--- config.mk ---
export PLATFORM = sky130hd
export DESIGN_NAME = bpa_page_unit
export DESIGN_NICKNAME = d
export VERILOG_FILES = /design/src/rtl/bpa_pkg.sv /design/src/rtl/bpa_page_unit.sv
export SDC_FILE = /design/constraint.sdc
export NUM_CORES = 1
export LEC_CHECK = 0
export BUFFER_PORTS_ARGS = -buffer_cell sky130_fd_sc_hd__clkbuf_2
export CORE_MARGIN = 5
export CORE_UTILIZATION = 46
export DETAILED_ROUTE_END_ITERATION = 12
export PLACE_DENSITY = 0.95
export SLEW_MARGIN = 25
export SYNTH_ARGS = -nofsm -noshare
export SYNTH_HDL_FRONTEND = slang
export SYNTH_SLANG_ARGS = --single-unit
--- constraint.sdc ---
create_clock -name vclk -period 1.9
set_input_delay 0.095 -clock vclk [all_inputs]
set_output_delay 0.095 -clock vclk [all_outputs]
set_load 0.005 [all_outputs]
--- src/rtl/bpa_pkg.sv ---
// shared constants, types and codes of the buddy page allocator
package bpa_pkg;

  localparam int MAX_ORDER        = 10;
  localparam int PAGE_NUMBER_BITS = 12;
  localparam int PAGE_SIZE_BITS   = 12;

  localparam int NORDERS  = MAX_ORDER + 1;
  localparam int KW       = $clog2(NORDERS);
  localparam int LINK_W   = PAGE_NUMBER_BITS + 1;
  localparam int ORDER_W  = 4;
  localparam int SIZE_W   = 23;
  localparam int SPAN     = 1 << MAX_ORDER;
  localparam int SZW      = MAX_ORDER + PAGE_SIZE_BITS + 1;
  localparam int CW       = (SZW > SIZE_W) ? SZW + 1 : SIZE_W + 1;

  localparam logic [LINK_W-1:0] NIL_LINK = LINK_W'(1) << PAGE_NUMBER_BITS;

  typedef enum logic [1:0] {
    ST_OK      = 2'd0,
    ST_INVALID = 2'd1,
    ST_NOMEM   = 2'd2
  } status_t;

  typedef enum logic [1:0] {
    REQ_ALLOC_ORDER = 2'd0,
    REQ_ALLOC_BYTES = 2'd1,
    REQ_FREE        = 2'd2,
    REQ_ADD         = 2'd3
  } req_t;

  typedef enum logic [4:0] {
    S_CLEAR,
    S_IDLE,
    S_SIZE,
    S_SEARCH,
    S_REM_WR,
    S_SPLIT,
    S_APP,
    S_APP_LINK,
    S_FREE_RD,
    S_FREE_CHK,
    S_MERGE_RD,
    S_MERGE_CHK,
    S_ADD_RD,
    S_ADD_CHK,
    S_FINISH
  } state_t;

  typedef enum logic {
    BU_ADD,
    BU_XOR
  } bu_op_t;

  // per-page descriptor
  typedef struct packed {
    logic               free_head;
    logic               used_head;
    logic [ORDER_W-1:0] order;
  } pinfo_t;

  // request to the shared page arithmetic unit
  typedef struct packed {
    bu_op_t                      op;
    logic [PAGE_NUMBER_BITS-1:0] base;
    logic [PAGE_NUMBER_BITS-1:0] offs;
  } bu_ctl_t;

endpackage

--- src/rtl/bpa_page_unit.sv ---
// shared page arithmetic: buddy, split half and scan addresses
module bpa_page_unit import bpa_pkg::*; (
  input  bu_ctl_t                     ctl,
  output logic [PAGE_NUMBER_BITS-1:0] page
);
  always_comb begin
    unique case (ctl.op)
      BU_ADD: page = ctl.base + ctl.offs;
      BU_XOR: page = ctl.base ^ ctl.offs;
      default: page = ctl.base;
    endcase
  end
endmodule

**Word-level counts from Yosys, hierarchy flattened**

Index checks and enable logic that the tools add are counted.

- Bits in registers: 0
- Latch bits: 0
- RAM bits: 0
- Bits in read-only memories: 0
- Output and inout bits: 12
- Logic and storage cells: 4
- Memories: 0

- Add/sub/neg operators: 1
- Multipliers: 0
- Div/mod/pow operators: 0
- Order comparisons: 0
- Equal/unequal tests: 0
- Shift-type cells: 0
- Multiplexer cells: 1
- Bitwise gates (word level): 2
- Reduce and logical (&&, ||, !) cells: 0

Operators with widths:

| operator | number |
|---|---|
| $pmux W12 S2 | 1 |
| $add A12 B12 Y12 | 1 |
| $xor A12 B12 Y12 | 1 |
| $not A1 Y1 | 1 |

**Longest topological paths before layout**

- Word-level depth: 2
- Gate-level depth with buffers: 8
- Depth with buffers taken out: 8

**Worst setup path after synthesis**

Ideal clock, no wire load.

- Path type: input to output
- From: input ctl[0] (netlist name)
- To: output page[10]
- Arrival: 1.643 ns
- Setup slack: 0.162 ns
- Cell stages on the path: 8
- Path buffers: 0
- Cell sequence: ha_1 -> inv_1 -> fa_1 -> nand2b_2 -> a211oi_4 -> nand2_2 -> o32ai_2 -> xor2_1

- Longest elaborated chain between the ends: 2

RTL lines:

| what | RTL line | text |
|---|---|---|
| start, declared | bpa_page_unit.sv:3 | `input bu_ctl_t ctl,` |
| $add A12 B12 Y12 | bpa_page_unit.sv:8 | `BU_ADD: page = ctl.base + ctl.offs;` |
| $pmux W12 S2 | bpa_page_unit.sv:7 | `unique case (ctl.op)` |
| end, declared | bpa_page_unit.sv:4 | `output logic [PAGE_NUMBER_BITS-1:0] page` |

Every way passes these cells.

**Worst setup path in the final report**

- From: input ctl[0] (netlist name)
- To: output page[8]

The elaborated chain is that of the path after synthesis.

==> flow_summary.json <==
{
  "status": "finished clean",
  "wl_per_cell_um": 11.5,
  "grt_overflow": 0,
  "syn_area_per_cell_um2": 6.92,
  "initial_core_util_pct": 48.0,
  "setup_tns_ps": 0,
  "pwr-share-comb_pct": 100.0,
  "whs_ps": 474,
  "portBuffers": 37,
  "ir_worst_vdd_mv": 0.152,
  "n_antenna_cell": 0,
  "yosysTopAreaCellShare_pct": 22.6,
  "hold_path_class": "in2out",
  "cp.arrival_ps": 1750,
  "die_area_um2": 2150,
  "crit_slowest_cell": "fa_2",
  "maxSlewHeadroom_pct": 66.9,
  "drt-met1-wl_um": 668,
  "fin_crit_ps": 1840,
  "switching_share_pct": 51.2,
  "path_class": "in2out",
  "seq_area_um2": 0,
  "syn_inst": 88,
  "leakage_uw": 0.000435,
  "seqPwrFrac_pct": 0,
  "gp_congestion": 0.860,
  "slowest_delay_ps": 340,
  "nFlopsAndLatches": 0,
  "end_kind": "primary output",
  "highest_layer": "met4",
  "antenna_left": 0,
  "synthesis.nets": 125,
  "die_height_um": 46.4,
  "multi_input_area_um2": 576,
  "final_nets": 164,
  "dpl.hpwl_um": 1380,
  "synth.distinct_cells": 30,
  "slew_violations": 0,
  "synth_area_leaders": "ha_1 (23%), xor2_1 (10%), a21oi_1 (7.4%), nor2_1 (6.8%), inv_1 (4.3%)",
  "path_max_fanout": 2,
  "yosysWarningCount": 0,
  "first_pass_iters": 4,
  "via_per_inst": 5.37,
  "switchingPower_uw": 138,
  "max_cap_viol_count": 0,
  "syn_area_um2": 609,
  "yosysTopAreaCell": "ha_1",
  "finalCritPeriodShare_pct": 96.9,
  "intPower_uw": 131,
  "route.met2.wl_um": 799,
  "vias": 752,
  "hold_viol": 0,
  "route.detailed.drc": 0,
  "timing.fmax_mhz": 543,
  "pin_count": 37,
  "grt_pass1_vias": 692,
  "grt_pass1_wl_um": 2610,
  "most-common-layout-cells": "clkbuf_2 (36), nor2_1 (11), ha_1 (11)",
  "wl_met3_um": 128,
  "place_area_um2": 810,
  "grtUsageTotal_pct": 15.4,
  "holdBufCountCts": 0,
  "layout_commonest_cell": "clkbuf_2",
  "setup_violations": 0,
  "row_count": 13,
  "clkPwrFrac_pct": 0,
  "yosysSeqAreaShare_pct": 0,
  "drive_above_1_share_pct": 37.6,
  "layout.clock_buffers": 0,
  "drt-initial-drc-count": 13,
  "p_per_area_nw_per_um2": 325,
  "routed_wirelength_um": 1610,
  "fillers": 126,
  "fp.dieW_um": 46.4,
  "fin_util_pct": 65.3,
  "critPathRequiredTime_ps": 1800,
  "core_region_area_um2": 1270,
  "area_growth_pct": 35.9,
  "antenna_found_initial": 0,
  "cp-start-kind": "input port",
  "worst_slew_pin_slew_ps": 492,
  "crit_chain": "clkbuf_2 > ha_1 > inv_1 > fa_2 > nand2b_4 > a211oi_4 > buf_4 > a31oi_1 > o22ai_1 > xor2_1 > buf_2",
  "postLayoutCellArea_um2": 828,
  "grt_max_degree": 16,
  "rsz0062_at_grt": "true"
}
==> worst paths after layout <==
path | start | to | cells after the start
setup / recovery | ctl[0] | page[8] | 11
hold / removal | ctl[12] | page[0] | 3
==> synth_stat cells, types with 2 or more instances <==
master,instances
nor3_1,2
nand2_1,6
or3_1,2
nand3_1,3
a31oi_1,2
nor2b_1,3
xor2_1,7
a21oi_1,9
xnor2_1,3
buf_4,2
nor2_1,11
inv_1,7
o21ai_0,4
ha_1,11
==> cell type report <==
type | instances | area share [%]
well taps | 15 | 2.27
repair buffers | 40 | 25.1
inverters | 7 | 3.17
multi-input cells | 78 | 69.5
==> kinds of logic (layout without fill, tap and decap cells) <==
family | after synthesis | count (layout) | share of synthesized area (%)
multiplexers | 1 | 1 | 1.64
AO/OA/AOI/OAI | 22 | 22 | 24.4
XOR/XNOR | 10 | 10 | 14.4
adder cells (fa/ha/maj) | 12 | 12 | 25.9
AND/OR/NAND/NOR | 33 | 33 | 26.3
buffers and inverters | 10 | 47 | 7.39
==> worst max-delay path, delay by kind of cell <==
family                   cells  cell delay (ps)
adder cells (fa/ha/maj)      2              500
AO/OA/AOI/OAI                3              440
buffers and inverters        4              410
XOR/XNOR                     1              150
AND/OR/NAND/NOR              1              160
==> power groups by stage <==
stage | clock [uW] | sequential, uW | combinational (uW)
2_1_floorplan | 0 | 0 | 165
3_3_place_gp | 0 | 0 | 254
3_5_place_dp | 0 | 0 | 262
4_1_cts | 0 | 0 | 268
5_1_grt | 0 | 0 | 299
6_report | 0 | 0 | 269
==> layer usage <==
metal  vias up  track usage [%]
li1        383                -
met1       338             18.6
met2        29             29.9
met3         2            0.781
met4         0             1.70
met5         -                0
==> stage by stage <==
| step | worst slack, ps | instances | total power (uW) |
|---|---|---|---|
| 3_3_place_gp | -11.0 | 139 | 254 |
| 3_5_place_dp | -46.8 | 139 | 262 |
| 4_1_cts | 7.12 | 140 | 268 |
| 6_report | 58.6 | 140 | 269 |
| 2_1_floorplan | 162 | 88 | 165 |
| 5_1_grt | -32.1 | 140 | 299 |
==> timing repair <==
action                                 in CTS  in global routing
pin swaps                                   3                  2
resized for setup                           2                  2
buffers inserted                            1                  0
cloned                                      0                  0
setup endpoints to repair                   2                  3
endpoints found under the hold margin       0                  0
Power figures use the tool's default switching activity.
